### config.mk
export PLATFORM = sky130hd
export DESIGN_NAME = color_blob_bbox_centroid_unit
export DESIGN_NICKNAME = d
export VERILOG_FILES = /design/src/hw/rtl/cbbc_pkg.sv /design/src/hw/rtl/cbbc_div.sv /design/src/hw/rtl/cbbc_datapath.sv /design/src/hw/rtl/cbbc_ctrl.sv /design/src/hw/rtl/color_blob_bbox_centroid_unit.sv
export SDC_FILE = /design/constraint.sdc
export NUM_CORES = 2
export LEC_CHECK = 0
export BUFFER_PORTS_ARGS = -buffer_cell sky130_fd_sc_hd__buf_2
export CORE_MARGIN = 3
export CORE_UTILIZATION = 40
export DETAILED_ROUTE_END_ITERATION = 8
export PLACE_DENSITY_LB_ADDON = 0.15
export SLEW_MARGIN = 20
export SYNTH_ARGS = -nofsm -noshare
export SYNTH_HDL_FRONTEND = slang
export SYNTH_SLANG_ARGS = --single-unit
### constraint.sdc
create_clock -name clk -period 19.8 [get_ports clk]
set_input_delay 2.97 -clock clk [delete_from_list [all_inputs] [get_ports clk]]
set_output_delay 2.97 -clock clk [all_outputs]
set_load 0.01 [all_outputs]
### src/hw/rtl/cbbc_pkg.sv
package cbbc_pkg;

    // Frame limits and derived counter widths
    localparam int MAX_WIDTH  = 1024;
    localparam int MAX_HEIGHT = 1024;
    localparam int COL_W      = $clog2(MAX_WIDTH);
    localparam int ROW_W      = $clog2(MAX_HEIGHT);

    // Field and accumulator widths
    localparam int DIM_W   = 11;
    localparam int LEVEL_W = 8;
    localparam int PT_W    = 32;
    localparam int CNT_W   = 21;
    localparam int CSUM_W  = 30;
    localparam int SUM_W   = 52;

    // Register reset values
    localparam logic [DIM_W-1:0]   RESET_WIDTH  = 11'd640;
    localparam logic [DIM_W-1:0]   RESET_HEIGHT = 11'd480;
    localparam logic [LEVEL_W-1:0] RESET_BRIGHT = 8'd245;
    localparam logic [LEVEL_W-1:0] RESET_DARK   = 8'd10;

    // Colour codes
    localparam logic [1:0] COLOR_NONE  = 2'd0;
    localparam logic [1:0] COLOR_RED   = 2'd1;
    localparam logic [1:0] COLOR_GREEN = 2'd2;
    localparam logic [1:0] COLOR_BLUE  = 2'd3;

    typedef enum logic [1:0] {
        REG_FRAME_WIDTH  = 2'd0,
        REG_FRAME_HEIGHT = 2'd1,
        REG_BRIGHT_MIN   = 2'd2,
        REG_DARK_MAX     = 2'd3
    } cfg_index_t;

    // Quantity handed to the shared divider
    typedef enum logic [2:0] {
        DIV_COL = 3'd0,
        DIV_ROW = 3'd1,
        DIV_X   = 3'd2,
        DIV_Y   = 3'd3,
        DIV_Z   = 3'd4
    } div_sel_t;

    typedef struct packed {
        logic [LEVEL_W-1:0]   blue;
        logic [LEVEL_W-1:0]   green;
        logic [LEVEL_W-1:0]   red;
        logic signed [PT_W-1:0] point_x;
        logic signed [PT_W-1:0] point_y;
        logic signed [PT_W-1:0] point_z;
        logic                 point_valid;
    } pixel_t;

    typedef struct packed {
        logic                   report_new;
        logic [1:0]             color_code;
        logic [10:0]            min_col;
        logic [9:0]             max_col;
        logic [10:0]            min_row;
        logic [9:0]             max_row;
        logic [9:0]             centroid_col;
        logic [9:0]             centroid_row;
        logic signed [PT_W-1:0] mean_x;
        logic signed [PT_W-1:0] mean_y;
        logic signed [PT_W-1:0] mean_z;
        logic [CNT_W-1:0]       valid_count;
    } report_t;

    // Controller to datapath
    typedef struct packed {
        logic     accept;
        logic     div_start;
        div_sel_t div_sel;
        logic     div_store;
    } ctrl_cmd_t;

    // Datapath to controller
    typedef struct packed {
        logic last_pixel;
        logic zero_count;
        logic div_done;
    } dp_status_t;

endpackage

### src/hw/rtl/cbbc_div.sv
module cbbc_div import cbbc_pkg::*;
(
    input  logic             clk,
    input  logic             rst_n,
    input  logic             start,
    input  logic [SUM_W-1:0] num,
    input  logic [CNT_W-1:0] den,
    output logic             done,
    output logic [SUM_W-1:0] quot
);

    localparam int STEP_W = $clog2(SUM_W + 1);

    logic [CNT_W-1:0]  rem_reg, rem_next;
    logic [SUM_W-1:0]  quo_reg, quo_next;
    logic [CNT_W-1:0]  den_reg;
    logic [STEP_W-1:0] step_reg, step_next;
    logic              busy_reg, busy_next;
    logic              done_reg, done_next;
    logic [CNT_W:0]    trial;
    logic [CNT_W:0]    diff;
    logic              fits;

    // One restoring step: bring down the next dividend bit, subtract if it fits
    always_comb
    begin
        trial     = {rem_reg, quo_reg[SUM_W-1]};
        diff      = trial - {1'b0, den_reg};
        fits      = (trial >= {1'b0, den_reg});
        rem_next  = rem_reg;
        quo_next  = quo_reg;
        step_next = step_reg;
        busy_next = busy_reg;
        done_next = 1'b0;
        if (start)
        begin
            rem_next  = '0;
            quo_next  = num;
            step_next = STEP_W'(SUM_W);
            busy_next = 1'b1;
        end
        else if (busy_reg)
        begin
            rem_next  = fits ? diff[CNT_W-1:0] : trial[CNT_W-1:0];
            quo_next  = {quo_reg[SUM_W-2:0], fits};
            step_next = step_reg - STEP_W'(1);
            if (step_reg == STEP_W'(1))
            begin
                busy_next = 1'b0;
                done_next = 1'b1;
            end
        end
    end

    always_ff @(posedge clk or negedge rst_n)
    begin
        if (!rst_n)
        begin
            busy_reg <= 1'b0;
            done_reg <= 1'b0;
            step_reg <= '0;
        end
        else
        begin
            busy_reg <= busy_next;
            done_reg <= done_next;
            step_reg <= step_next;
        end
    end

    always_ff @(posedge clk)
    begin
        rem_reg <= rem_next;
        quo_reg <= quo_next;
        if (start)
        begin
            den_reg <= den;
        end
    end

    assign done = done_reg;
    assign quot = quo_reg;

endmodule

### src/hw/rtl/cbbc_datapath.sv
module cbbc_datapath import cbbc_pkg::*;
(
    input  logic             clk,
    input  logic             rst_n,
    input  pixel_t           pixel,
    input  logic             cfg_write,
    input  cfg_index_t       cfg_index,
    input  logic [DIM_W-1:0] cfg_data,
    input  ctrl_cmd_t        cmd,
    output dp_status_t       status,
    output report_t          report
);

    // Configuration registers
    logic [DIM_W-1:0]   width_reg, height_reg;
    logic [LEVEL_W-1:0] bright_reg, dark_reg;

    always_ff @(posedge clk or negedge rst_n)
    begin
        if (!rst_n)
        begin
            width_reg  <= RESET_WIDTH;
            height_reg <= RESET_HEIGHT;
            bright_reg <= RESET_BRIGHT;
            dark_reg   <= RESET_DARK;
        end
        else if (cfg_write)
        begin
            unique case (cfg_index)
                REG_FRAME_WIDTH:  width_reg  <= cfg_data;
                REG_FRAME_HEIGHT: height_reg <= cfg_data;
                REG_BRIGHT_MIN:   bright_reg <= cfg_data[LEVEL_W-1:0];
                REG_DARK_MAX:     dark_reg   <= cfg_data[LEVEL_W-1:0];
                default:          ;
            endcase
        end
    end

    // Effective frame size: zero acts as one, oversize acts as the maximum
    logic [DIM_W-1:0] w_eff, h_eff;

    always_comb
    begin
        if (width_reg == '0)
            w_eff = DIM_W'(1);
        else if (width_reg > DIM_W'(MAX_WIDTH))
            w_eff = DIM_W'(MAX_WIDTH);
        else
            w_eff = width_reg;
        if (height_reg == '0)
            h_eff = DIM_W'(1);
        else if (height_reg > DIM_W'(MAX_HEIGHT))
            h_eff = DIM_W'(MAX_HEIGHT);
        else
            h_eff = height_reg;
    end

    // Raster position
    logic [COL_W-1:0] col_reg;
    logic [ROW_W-1:0] row_reg;
    logic             last_col, last_pixel;

    assign last_col   = ((DIM_W'(col_reg) + DIM_W'(1)) >= w_eff);
    assign last_pixel = last_col && ((DIM_W'(row_reg) + DIM_W'(1)) >= h_eff);

    always_ff @(posedge clk or negedge rst_n)
    begin
        if (!rst_n)
        begin
            col_reg <= '0;
            row_reg <= '0;
        end
        else if (cmd.accept)
        begin
            if (last_pixel)
            begin
                col_reg <= '0;
                row_reg <= '0;
            end
            else if (last_col)
            begin
                col_reg <= '0;
                row_reg <= row_reg + ROW_W'(1);
            end
            else
            begin
                col_reg <= col_reg + COL_W'(1);
            end
        end
    end

    // Colour box tests, index 0 red, 1 green, 2 blue
    logic [2:0] match;

    assign match[0] = (pixel.red >= bright_reg) && (pixel.green <= dark_reg)
                      && (pixel.blue <= dark_reg);
    assign match[1] = (pixel.green >= bright_reg) && (pixel.red <= dark_reg)
                      && (pixel.blue <= dark_reg);
    assign match[2] = (pixel.blue >= bright_reg) && (pixel.red <= dark_reg)
                      && (pixel.green <= dark_reg);

    // Per-colour accumulators
    logic [2:0]                    hit_reg, hit_next;
    logic [COL_W-1:0]              bminc_reg [3], bminc_next [3];
    logic [COL_W-1:0]              bmaxc_reg [3], bmaxc_next [3];
    logic [ROW_W-1:0]              bminr_reg [3], bminr_next [3];
    logic [ROW_W-1:0]              bmaxr_reg [3], bmaxr_next [3];
    logic [CNT_W-1:0]              cnt_reg [3], cnt_next [3];
    logic [CSUM_W-1:0]             csum_reg [3], csum_next [3];
    logic [CSUM_W-1:0]             rsum_reg [3], rsum_next [3];
    logic signed [SUM_W-1:0]       sx_reg [3], sx_next [3];
    logic signed [SUM_W-1:0]       sy_reg [3], sy_next [3];
    logic signed [SUM_W-1:0]       sz_reg [3], sz_next [3];

    always_comb
    begin
        for (int k = 0; k < 3; k++)
        begin
            hit_next[k]   = hit_reg[k];
            bminc_next[k] = bminc_reg[k];
            bmaxc_next[k] = bmaxc_reg[k];
            bminr_next[k] = bminr_reg[k];
            bmaxr_next[k] = bmaxr_reg[k];
            cnt_next[k]   = cnt_reg[k];
            csum_next[k]  = csum_reg[k];
            rsum_next[k]  = rsum_reg[k];
            sx_next[k]    = sx_reg[k];
            sy_next[k]    = sy_reg[k];
            sz_next[k]    = sz_reg[k];
            if (match[k])
            begin
                hit_next[k] = 1'b1;
                if (!hit_reg[k])
                begin
                    bminc_next[k] = col_reg;
                    bmaxc_next[k] = col_reg;
                    bminr_next[k] = row_reg;
                    bmaxr_next[k] = row_reg;
                end
                else
                begin
                    if (col_reg < bminc_reg[k]) bminc_next[k] = col_reg;
                    if (col_reg > bmaxc_reg[k]) bmaxc_next[k] = col_reg;
                    if (row_reg < bminr_reg[k]) bminr_next[k] = row_reg;
                    if (row_reg > bmaxr_reg[k]) bmaxr_next[k] = row_reg;
                end
                if (pixel.point_valid)
                begin
                    cnt_next[k]  = cnt_reg[k] + CNT_W'(1);
                    csum_next[k] = csum_reg[k] + CSUM_W'(col_reg);
                    rsum_next[k] = rsum_reg[k] + CSUM_W'(row_reg);
                    sx_next[k]   = sx_reg[k] + SUM_W'(pixel.point_x);
                    sy_next[k]   = sy_reg[k] + SUM_W'(pixel.point_y);
                    sz_next[k]   = sz_reg[k] + SUM_W'(pixel.point_z);
                end
            end
        end
    end

    // Hit flags and counts are control; a new frame clears them
    always_ff @(posedge clk or negedge rst_n)
    begin
        if (!rst_n)
        begin
            hit_reg <= '0;
            for (int k = 0; k < 3; k++)
            begin
                cnt_reg[k]  <= '0;
                csum_reg[k] <= '0;
                rsum_reg[k] <= '0;
                sx_reg[k]   <= '0;
                sy_reg[k]   <= '0;
                sz_reg[k]   <= '0;
            end
        end
        else if (cmd.accept)
        begin
            for (int k = 0; k < 3; k++)
            begin
                if (last_pixel)
                begin
                    hit_reg[k]  <= 1'b0;
                    cnt_reg[k]  <= '0;
                    csum_reg[k] <= '0;
                    rsum_reg[k] <= '0;
                    sx_reg[k]   <= '0;
                    sy_reg[k]   <= '0;
                    sz_reg[k]   <= '0;
                end
                else
                begin
                    hit_reg[k]  <= hit_next[k];
                    cnt_reg[k]  <= cnt_next[k];
                    csum_reg[k] <= csum_next[k];
                    rsum_reg[k] <= rsum_next[k];
                    sx_reg[k]   <= sx_next[k];
                    sy_reg[k]   <= sy_next[k];
                    sz_reg[k]   <= sz_next[k];
                end
            end
        end
    end

    // Box edges are only read once the hit flag is set
    always_ff @(posedge clk)
    begin
        if (cmd.accept)
        begin
            for (int k = 0; k < 3; k++)
            begin
                bminc_reg[k] <= bminc_next[k];
                bmaxc_reg[k] <= bmaxc_next[k];
                bminr_reg[k] <= bminr_next[k];
                bmaxr_reg[k] <= bmaxr_next[k];
            end
        end
    end

    // Frame end: pick first colour hit, red before green before blue
    logic       any_hit;
    logic [1:0] pick;
    logic [1:0] pick_code;

    always_comb
    begin
        any_hit   = |hit_next;
        pick      = 2'd0;
        pick_code = COLOR_NONE;
        if (hit_next[0])
        begin
            pick      = 2'd0;
            pick_code = COLOR_RED;
        end
        else if (hit_next[1])
        begin
            pick      = 2'd1;
            pick_code = COLOR_GREEN;
        end
        else if (hit_next[2])
        begin
            pick      = 2'd2;
            pick_code = COLOR_BLUE;
        end
    end

    // Snapshot of the chosen colour, and the result register
    logic                    reported_reg;
    report_t                 res_reg;
    logic [CSUM_W-1:0]       snap_csum_reg, snap_rsum_reg;
    logic signed [SUM_W-1:0] snap_sx_reg, snap_sy_reg, snap_sz_reg;
    logic                    neg_reg;
    logic signed [SUM_W-1:0] div_num;
    logic                    div_neg;
    logic [SUM_W-1:0]        div_mag;
    logic [SUM_W-1:0]        quot;
    logic [SUM_W-1:0]        quot_signed;
    logic                    div_done;

    always_ff @(posedge clk or negedge rst_n)
    begin
        if (!rst_n)
        begin
            reported_reg <= 1'b0;
        end
        else if (cmd.accept && last_pixel)
        begin
            reported_reg <= any_hit;
        end
    end

    always_ff @(posedge clk)
    begin
        if (cmd.accept && last_pixel)
        begin
            res_reg <= '0;
            snap_csum_reg <= csum_next[pick];
            snap_rsum_reg <= rsum_next[pick];
            snap_sx_reg   <= sx_next[pick];
            snap_sy_reg   <= sy_next[pick];
            snap_sz_reg   <= sz_next[pick];
            if (any_hit)
            begin
                res_reg.report_new  <= !reported_reg;
                res_reg.color_code  <= pick_code;
                res_reg.min_col     <= 11'(bminc_next[pick]);
                res_reg.max_col     <= 10'(bmaxc_next[pick]);
                res_reg.min_row     <= 11'(bminr_next[pick]);
                res_reg.max_row     <= 10'(bmaxr_next[pick]);
                res_reg.valid_count <= cnt_next[pick];
            end
            else
            begin
                res_reg.valid_count <= '0;
            end
        end
        else if (cmd.div_store)
        begin
            unique case (cmd.div_sel)
                DIV_COL: res_reg.centroid_col <= quot_signed[9:0];
                DIV_ROW: res_reg.centroid_row <= quot_signed[9:0];
                DIV_X:   res_reg.mean_x       <= quot_signed[PT_W-1:0];
                DIV_Y:   res_reg.mean_y       <= quot_signed[PT_W-1:0];
                DIV_Z:   res_reg.mean_z       <= quot_signed[PT_W-1:0];
                default: ;
            endcase
        end
        if (cmd.div_start)
        begin
            neg_reg <= div_neg;
        end
    end

    // Dividend selection and sign handling around the unsigned divider
    always_comb
    begin
        unique case (cmd.div_sel)
            DIV_COL: div_num = SUM_W'(snap_csum_reg);
            DIV_ROW: div_num = SUM_W'(snap_rsum_reg);
            DIV_X:   div_num = snap_sx_reg;
            DIV_Y:   div_num = snap_sy_reg;
            DIV_Z:   div_num = snap_sz_reg;
            default: div_num = '0;
        endcase
        div_neg = div_num[SUM_W-1];
        div_mag = div_neg ? SUM_W'(-div_num) : SUM_W'(div_num);
    end

    assign quot_signed = neg_reg ? (~quot + SUM_W'(1)) : quot;

    cbbc_div u_div
    (
        .clk   (clk),
        .rst_n (rst_n),
        .start (cmd.div_start),
        .num   (div_mag),
        .den   (res_reg.valid_count),
        .done  (div_done),
        .quot  (quot)
    );

    assign status.last_pixel = last_pixel;
    assign status.zero_count = (res_reg.valid_count == '0);
    assign status.div_done   = div_done;
    assign report            = res_reg;

endmodule

### src/hw/rtl/cbbc_ctrl.sv
module cbbc_ctrl import cbbc_pkg::*;
(
    input  logic       clk,
    input  logic       rst_n,
    input  logic       in_valid,
    output logic       in_ready,
    output logic       out_valid,
    input  logic       out_ready,
    input  dp_status_t status,
    output ctrl_cmd_t  cmd
);

    typedef enum logic [2:0] {
        S_ACCUM,
        S_CHECK,
        S_START,
        S_RUN,
        S_REPORT
    } state_t;

    state_t   state_reg;
    div_sel_t sel_reg;

    assign in_ready      = (state_reg == S_ACCUM);
    assign out_valid     = (state_reg == S_REPORT);
    assign cmd.accept    = in_valid && (state_reg == S_ACCUM);
    assign cmd.div_start = (state_reg == S_START);
    assign cmd.div_sel   = sel_reg;
    assign cmd.div_store = (state_reg == S_RUN) && status.div_done;

    // Frame end walks the five quotients through the shared divider
    always_ff @(posedge clk or negedge rst_n)
    begin
        if (!rst_n)
        begin
            state_reg <= S_ACCUM;
            sel_reg   <= DIV_COL;
        end
        else
        begin
            unique case (state_reg)
                S_ACCUM:
                begin
                    if (in_valid && status.last_pixel)
                        state_reg <= S_CHECK;
                end
                S_CHECK:
                begin
                    sel_reg <= DIV_COL;
                    if (status.zero_count)
                        state_reg <= S_REPORT;
                    else
                        state_reg <= S_START;
                end
                S_START:
                begin
                    state_reg <= S_RUN;
                end
                S_RUN:
                begin
                    if (status.div_done)
                    begin
                        if (sel_reg == DIV_Z)
                        begin
                            state_reg <= S_REPORT;
                        end
                        else
                        begin
                            sel_reg   <= div_sel_t'(sel_reg + 3'd1);
                            state_reg <= S_START;
                        end
                    end
                end
                S_REPORT:
                begin
                    if (out_ready)
                        state_reg <= S_ACCUM;
                end
                default:
                begin
                    state_reg <= S_ACCUM;
                end
            endcase
        end
    end

endmodule

### src/hw/rtl/color_blob_bbox_centroid_unit.sv
// Channel  Direction  Handshake            Payload
// in       input      in_valid/in_ready    in_data (pixel_t), one pixel per transfer
// out      output     out_valid/out_ready  out_data (report_t), one per frame
// cfg      input      cfg_valid/cfg_ready  cfg_index, cfg_data; always ready
//
// Pixels are taken one per cycle while a frame accumulates.
// At the last pixel of a frame the input stalls through a check state, then
// a start and a run state per quotient (start, bit steps, done) while one shared
// bit-serial divider forms the two centroids and three means (none when the
// valid count is zero), and stays stalled while the report waits for out_ready.
// Reset clears the raster position, per-colour flags, counts and sums.
module color_blob_bbox_centroid_unit import cbbc_pkg::*;
(
    input  logic             clk,
    input  logic             rst_n,
    input  logic             in_valid,
    output logic             in_ready,
    input  pixel_t           in_data,
    output logic             out_valid,
    input  logic             out_ready,
    output report_t          out_data,
    input  logic             cfg_valid,
    output logic             cfg_ready,
    input  cfg_index_t       cfg_index,
    input  logic [DIM_W-1:0] cfg_data
);

    ctrl_cmd_t  cmd;
    dp_status_t status;

    assign cfg_ready = 1'b1;

    cbbc_ctrl u_ctrl
    (
        .clk       (clk),
        .rst_n     (rst_n),
        .in_valid  (in_valid),
        .in_ready  (in_ready),
        .out_valid (out_valid),
        .out_ready (out_ready),
        .status    (status),
        .cmd       (cmd)
    );

    cbbc_datapath u_datapath
    (
        .clk       (clk),
        .rst_n     (rst_n),
        .pixel     (in_data),
        .cfg_write (cfg_valid),
        .cfg_index (cfg_index),
        .cfg_data  (cfg_data),
        .cmd       (cmd),
        .status    (status),
        .report    (out_data)
    );

endmodule

Word-level counts from Yosys, hierarchy flattened
Memories as Yosys holds them, arrays and structs flattened.
Index checks and enable logic that the tools add are counted.
{"block": "classes", "add_sub_neg": 27, "magnitude_cmp": 24, "n_eq_ne": 16, "muxes": 165, "n_bitwise": 3, "n_reduce_logical": 35}
{"operator": "two-way mux 52 bit", "n": 36}
{"operator": "two-way mux 30 bit", "n": 22}
{"operator": "two-way mux 10 bit", "n": 48}
{"operator": "adder 52 x 32 -> 52 bit", "n": 9}
{"operator": "binary-select mux 52 bit (select 2 bit)", "n": 3}
{"operator": "case mux 52 bit (5 select lines)", "n": 1}
{"operator": "two-way mux 21 bit", "n": 12}
{"operator": "adder 30 x 10 -> 30 bit", "n": 6}
{"operator": "binary-select mux 30 bit (select 2 bit)", "n": 2}
{"operator": "binary-select mux 10 bit (select 2 bit)", "n": 4}
{"operator": "adder 21 x 1 -> 21 bit (second input constant)", "n": 3}
{"operator": "greater-than comparator 10 bit", "n": 6}
{"operator": "< comparator 10 bit", "n": 6}
{"operator": "negator 52 bit", "n": 1}
{"operator": "two-way mux 11 bit", "n": 4}
{"operator": "binary-select mux 21 bit (select 2 bit)", "n": 1}
{"operator": "adder 32 x 1 -> 32 bit (second input constant)", "n": 1}
{"operator": "two-way mux 32 bit", "n": 1}
{"operator": "inverter 32 bit", "n": 1}
{"operator": ">= comparator 8 bit", "n": 3}
{"operator": "less-or-equal comparator 8 bit", "n": 3}
{"operator": "adder 10 x 1 -> 11 bit (second input constant)", "n": 2}
{"operator": ">= comparator 11 bit", "n": 2}
{"operator": ">= comparator 22 x 21 -> 1 bit", "n": 1}
{"operator": "other kinds (33)", "n": 92}
{"block": "word_totals", "regBits": 1280, "ramBits": 120, "input_bits": 139, "output_inout_bits": 185, "wordCells": 329, "mem_count": 4}
{"memory": "u_datapath.bmaxc_reg", "words": 3, "word_bits": 10, "read_ports": 3, "rd_clocked_by_memory_dff": 0, "wr": 3, "line": "cbbc_datapath.sv:105", "text": "logic [COL_W-1:0] bmaxc_reg [3], bmaxc_next [3];"}
{"memory": "u_datapath.bmaxr_reg", "words": 3, "word_bits": 10, "read_ports": 3, "rd_clocked_by_memory_dff": 0, "wr": 3, "line": "cbbc_datapath.sv:107", "text": "logic [ROW_W-1:0] bmaxr_reg [3], bmaxr_next [3];"}
{"memory": "u_datapath.bminc_reg", "words": 3, "word_bits": 10, "read_ports": 3, "rd_clocked_by_memory_dff": 0, "wr": 3, "line": "cbbc_datapath.sv:104", "text": "logic [COL_W-1:0] bminc_reg [3], bminc_next [3];"}
{"memory": "u_datapath.bminr_reg", "words": 3, "word_bits": 10, "read_ports": 3, "rd_clocked_by_memory_dff": 0, "wr": 3, "line": "cbbc_datapath.sv:106", "text": "logic [ROW_W-1:0] bminr_reg [3], bminr_next [3];"}

Depth between registers and ports, before layout
{"block": "logic_depth", "word_depth": 11, "mapped_depth": 20, "mapped_depth_nobuf": 16}

Hierarchy
From an unflattened synthesis, not the netlist that was laid out.
{"block": "hier_totals", "hier_cells": 11689, "area_unflattened_um2": 102310.6}
{"module": "cbbc_datapath", "instances": 1, "cells_each": 11175, "area_each_um2": 96505.1, "seq_area_each_um2": 33724.8}
{"module": "cbbc_div", "instances": 1, "cells_each": 472, "area_each_um2": 5417.7, "seq_area_each_um2": 2812.7}
{"module": "cbbc_ctrl", "instances": 1, "cells_each": 40, "area_each_um2": 376.6, "seq_area_each_um2": 150.1}
{"module": "color_blob_bbox_centroid_unit", "instances": 1, "cells_each": 2, "area_each_um2": 11.3, "seq_area_each_um2": 0.0}

Least setup slack after synthesis
OpenSTA, ideal clock, no wires.
{"block": "synth_path", "path_kind": "input port to flip-flop", "from": "input in_valid", "to": "register u_datapath.res_reg, in the netlist u_datapath.report[0], enable pin", "setup_time_ns": 0.754, "arrival_time_ns": 11.123, "required_time_ns": 19.046, "slack_ns": 7.923, "cell_stages": 3, "path_buffers": 1, "cell_sequence": "nand2_1 > nor2_1 > clkbuf_1"}
{"block": "synth_between", "elab_chain_len": 2}
{"item": "start: declaration", "line": "color_blob_bbox_centroid_unit.sv:16", "text": "input logic in_valid,"}
{"item": "logical AND 1 bit", "line": "cbbc_ctrl.sv:26", "text": "assign cmd.accept = in_valid && (state_reg == S_ACCUM);"}
{"item": "logical AND 1 bit", "line": "cbbc_datapath.sv:273", "text": "if (cmd.accept && last_pixel)"}
{"item": "end: declaration", "line": "cbbc_datapath.sv:248", "text": "report_t res_reg;"}
No other way between the ends.
A chain may end at the register's enable or synchronous reset.

Worst setup path after layout
{"block": "layout_path", "from": "input in_data[113] (netlist name)", "to": "register u_datapath.snap_sz_reg[40] (data pin)"}
{"block": "layout_between", "elab_chain_len": 11, "word_cells_on_any_way": 19, "classes_between": "order compare: 2; mux: 12; bitwise: 1; reduce/logical: 4"}
{"item": "start: declaration", "line": "color_blob_bbox_centroid_unit.sv:18", "text": "input pixel_t in_data,"}
{"item": ">= comparator 8 bit", "line": "cbbc_datapath.sv:99", "text": "assign match[2] = (pixel.blue >= bright_reg) && (pixel.red <= dark_reg)"}
{"item": "logical AND 1 bit", "line": "cbbc_datapath.sv:99"}
{"item": "logical AND 1 bit", "line": "cbbc_datapath.sv:100", "text": "&& (pixel.green <= dark_reg);"}
{"item": "two-way mux 1 bit", "line": "cbbc_datapath.sv:130", "text": "if (match[k])"}
{"item": "two-way mux 2 bit", "line": "cbbc_datapath.sv:239", "text": "else if (hit_next[2])"}
{"item": "two-way mux 2 bit", "line": "cbbc_datapath.sv:234", "text": "else if (hit_next[1])"}
{"item": "two-way mux 2 bit", "line": "cbbc_datapath.sv:229", "text": "if (hit_next[0])"}
{"item": "inverter 2 -> 3 bit (not written as such)", "line": "cbbc_datapath.sv:280", "text": "snap_sz_reg <= sz_next[pick];"}
{"item": "binary-select mux 52 bit (select 2 bit) *", "line": "cbbc_datapath.sv:280"}
{"item": "two-way mux 52 bit (not written as such) * (2 in series)", "line": "cbbc_datapath.sv:280"}
{"item": "end signal: assignment", "line": "cbbc_datapath.sv:280"}
{"item": "end: declaration", "line": "cbbc_datapath.sv:250", "text": "logic signed [SUM_W-1:0] snap_sx_reg, snap_sy_reg, snap_sz_reg;"}
Mark *: on every way between the ends. The rest lies on a longest branch, timed or not. The select of a mux whose other input is x is not followed.

==> results.json <==
{
  "outcome": "complete, no violations",
  "synth_edf_count": 474,
  "portBuffers": 320,
  "ctsHoldBuffers": 0,
  "setup_ws_ns": 12.37,
  "peakVddDrop_uv": 96.6,
  "fin_tns_setup_ns": 0,
  "clk_pin_slew_worst_paths_ns": 0.06,
  "whs_ns": 0.490,
  "worst-path-buf-inv": 6,
  "firstDrtPassIters": 6,
  "ys_types": 116,
  "maxCapViolations": 0,
  "largest_register_ffs": 180,
  "busiest_layer": "met2",
  "rsz0062_at_grt": "false",
  "gr-total-overflow": 0,
  "drive_gt1_frac": 0.0844,
  "path_common_cell": "buf_4",
  "rows": 183,
  "cts_tree": "done",
  "max_slew_margin": 0.200,
  "crit_path_cell_trace": "buf_2 -> inv_1 -> ha_1 -> nand2b_1 -> a211oi_1 -> o21ai_0 -> a221oi_1 -> buf_4 -> nor2_2 -> nand2_4 -> buf_4 -> buf_4 -> buf_4 -> nand2_1 -> o22ai_1 -> a211oi_1",
  "postRouteAntennaNets": 0,
  "crit_path_end": "u_datapath.snap_sz_reg[40]",
  "max_freq_mhz": 135,
  "syn_to_final_growth_pct": 10.4,
  "grtUsageTotal": 0.302,
  "critPathMaxFanout": 50,
  "post_cts_resized": 0,
  "hold_class": "register to register",
  "r2r_cells": 15,
  "finClkSkew_ns": 0.0437,
  "period_share": 0.375,
  "clk_path_buf_depth": 3,
  "p_leak_nw": 47.6,
  "wl_per_cell_um": 26.5,
  "r2r-end": "u_datapath.sz_reg[100]",
  "start_kind": "input port",
  "drc": 0,
  "viasPerCell": 6.13,
  "r2r_start": "u_datapath.col_reg[1]",
  "gp_congestion": 0.983,
  "cp_top_family": "buffers and inverters",
  "setup_viol": 0,
  "drv_slew": 0,
  "layout_common_cells": "nand2_1, o21ai_0, a21oi_1",
  "place_hpwl_um": 288000,
  "h-tree-depth": 4,
  "core_area_mm2": 0.250,
  "end_kind": "register",
  "worstSkewPairLatency_ns": 0.86,
  "root_buffer": "clkbuf_16",
  "post_cts_buffers": 0,
  "power_density_mw_per_mm2": 123,
  "yosys.area.top_type_share": 0.192,
  "num-nets-final": 12600,
  "slowest_stage": "buf_4",
  "worstPathRequired_ns": 20.34,
  "vias": 93200,
  "clock-sinks": 1398,
  "r2r_setup_slack_ns": 13.60,
  "synth.avg_cell_area_um2": 8.57,
  "grt_util_met1": 0.417,
  "final_common_cell": "nand2_1",
  "antenna_found_initial": 21,
  "worst_slew_pin_slew_ns": 1.20,
  "netlist_area_mm2": 0.101,
  "routed_wl_um": 403000,
  "ios": 324,
  "netlist_top_cells_area": "dfrtp_1, edfxtp_1, ha_1",
  "start_util": 0.404,
  "grtUsageMet3": 0.0593,
  "path_depth": 16,
  "yosys.area.top_type": "dfrtp_1",
  "die_h_um": 508,
  "worstSetupPathType": "input port to register",
  "fin_crit_ns": 7.43,
  "ys_async_sr_fraction": 0.563,
  "nFillCells": 24400,
  "cp.arrival_ns": 7.97,
  "ys.flop_type": "dfrtp_1",
  "synth-seq-cells": 1398,
  "startpoint": "in_data[113]",
  "grt_pass1_wl_um": 592000,
  "synth_warnings": 0,
  "postSynthCellCount": 11800,
  "use_met2": 0.459,
  "hold_viol_final": 0,
  "place_ws_ns": 11.68,
  "cp_slowest_stage_delay_ns": 0.78,
  "grt_pass1_vias": 88500,
  "grt_max_degree": 132,
  "numCtsBuffers": 173,
  "yosysSeqAreaShare": 0.364,
  "dieArea_mm2": 0.258,
  "drt_iter0_drc": 10000,
  "die-width_um": 508
}
==> layout make-up <==
class	count	area, um^2	share of cell area
inverters	347	1310	0.0118
well taps	3330	4170	0.0374
repair buffers	462	2780	0.0250
flip-flops and latches	1398	36700	0.329
clock inverters	93	1110	0.00993
diodes	9	22.5	0.000202
multi-input cells	9341	60500	0.543
clock buffers	233	4820	0.0433
==> cells by family after synthesis <==
kind of cell	after synthesis	synth area share
xor gates and xnor gates	765	0.0664
adders and majority gates	754	0.0947
other	2	0.0000745
AOI/OAI and AO/OA	4008	0.251
buffers and inverters	1031	0.0395
DFF	1398	0.364
muxes	264	0.0278
and+or+nand+nor	3547	0.157
==> synthesized netlist by cell type (78+ instances only) <==
cell	number
nand2_1	1706
o21ai_0	1118
a21oi_1	1033
dfrtp_1	773
nor2_1	758
ha_1	738
clkbuf_1	569
edfxtp_1	474
xnor2_1	426
a21o_1	381
inv_1	343
xor2_1	339
nand3_1	252
o31ai_1	224
a211oi_1	212
a22o_1	155
nand4_1	148
dfxtp_1	137
mux2i_1	134
mux2_2	130
and3_1	128
nor3_1	118
a31oi_1	105
o21bai_1	105
nor2b_1	91
o211ai_1	91
nand2b_1	78
==> routing by layer <==
metal	wire length, um	vias up
met4	19400	6
li1	-	42800
met1	176000	45800
met2	174000	3836
met3	33600	751
met5	52	-
==> report_power, final <==
| group | total [W] | internal [W] | switching [W] |
|---|---|---|---|
| combinational | 0.00624 | 0.00232 | 0.00392 |
| sequential | 0.00412 | 0.00361 | 0.000513 |
| clock | 0.00333 | 0.00189 | 0.00143 |
==> tightest hold or removal path, stage by stage, from the launching register on <==
cell and delay (ns):
dfxtp_1 0.32, mux2i_1 0.06, nor2_1 0.07
==> through the flow <==
step | total power (W) | instance area [um^2] | cells | util
detailed placement | 0.0103 | 105000 | 14900 | 0.422
finish | 0.0137 | 111000 | 15200 | 0.446
global placement | 0.0102 | 105000 | 14900 | 0.422
global route | 0.0145 | 111000 | 15200 | 0.446
CTS | 0.0136 | 111000 | 15200 | 0.446
floorplan | 0.00838 | 101000 | 11800 | -
==> worst min-delay path by stage <==
stage / start / end / slack, ns / depth (start not counted)
after global routing: u_datapath.report[27] / u_datapath.report[27] / 0.51 / 2
after global placement: u_datapath.report[53] / u_datapath.report[53] / 0.47 / 2
after floorplan: u_datapath.csum_reg[56] / u_datapath.csum_reg[56] / 0.46 / 1
after detailed placement: u_datapath.report[21] / u_datapath.report[21] / 0.47 / 2
final: u_datapath.report[21] / u_datapath.report[21] / 0.49 / 2
after CTS: u_datapath.csum_reg[56] / u_datapath.csum_reg[56] / 0.49 / 1
No activity file was read; power rests on OpenSTA's default activity.
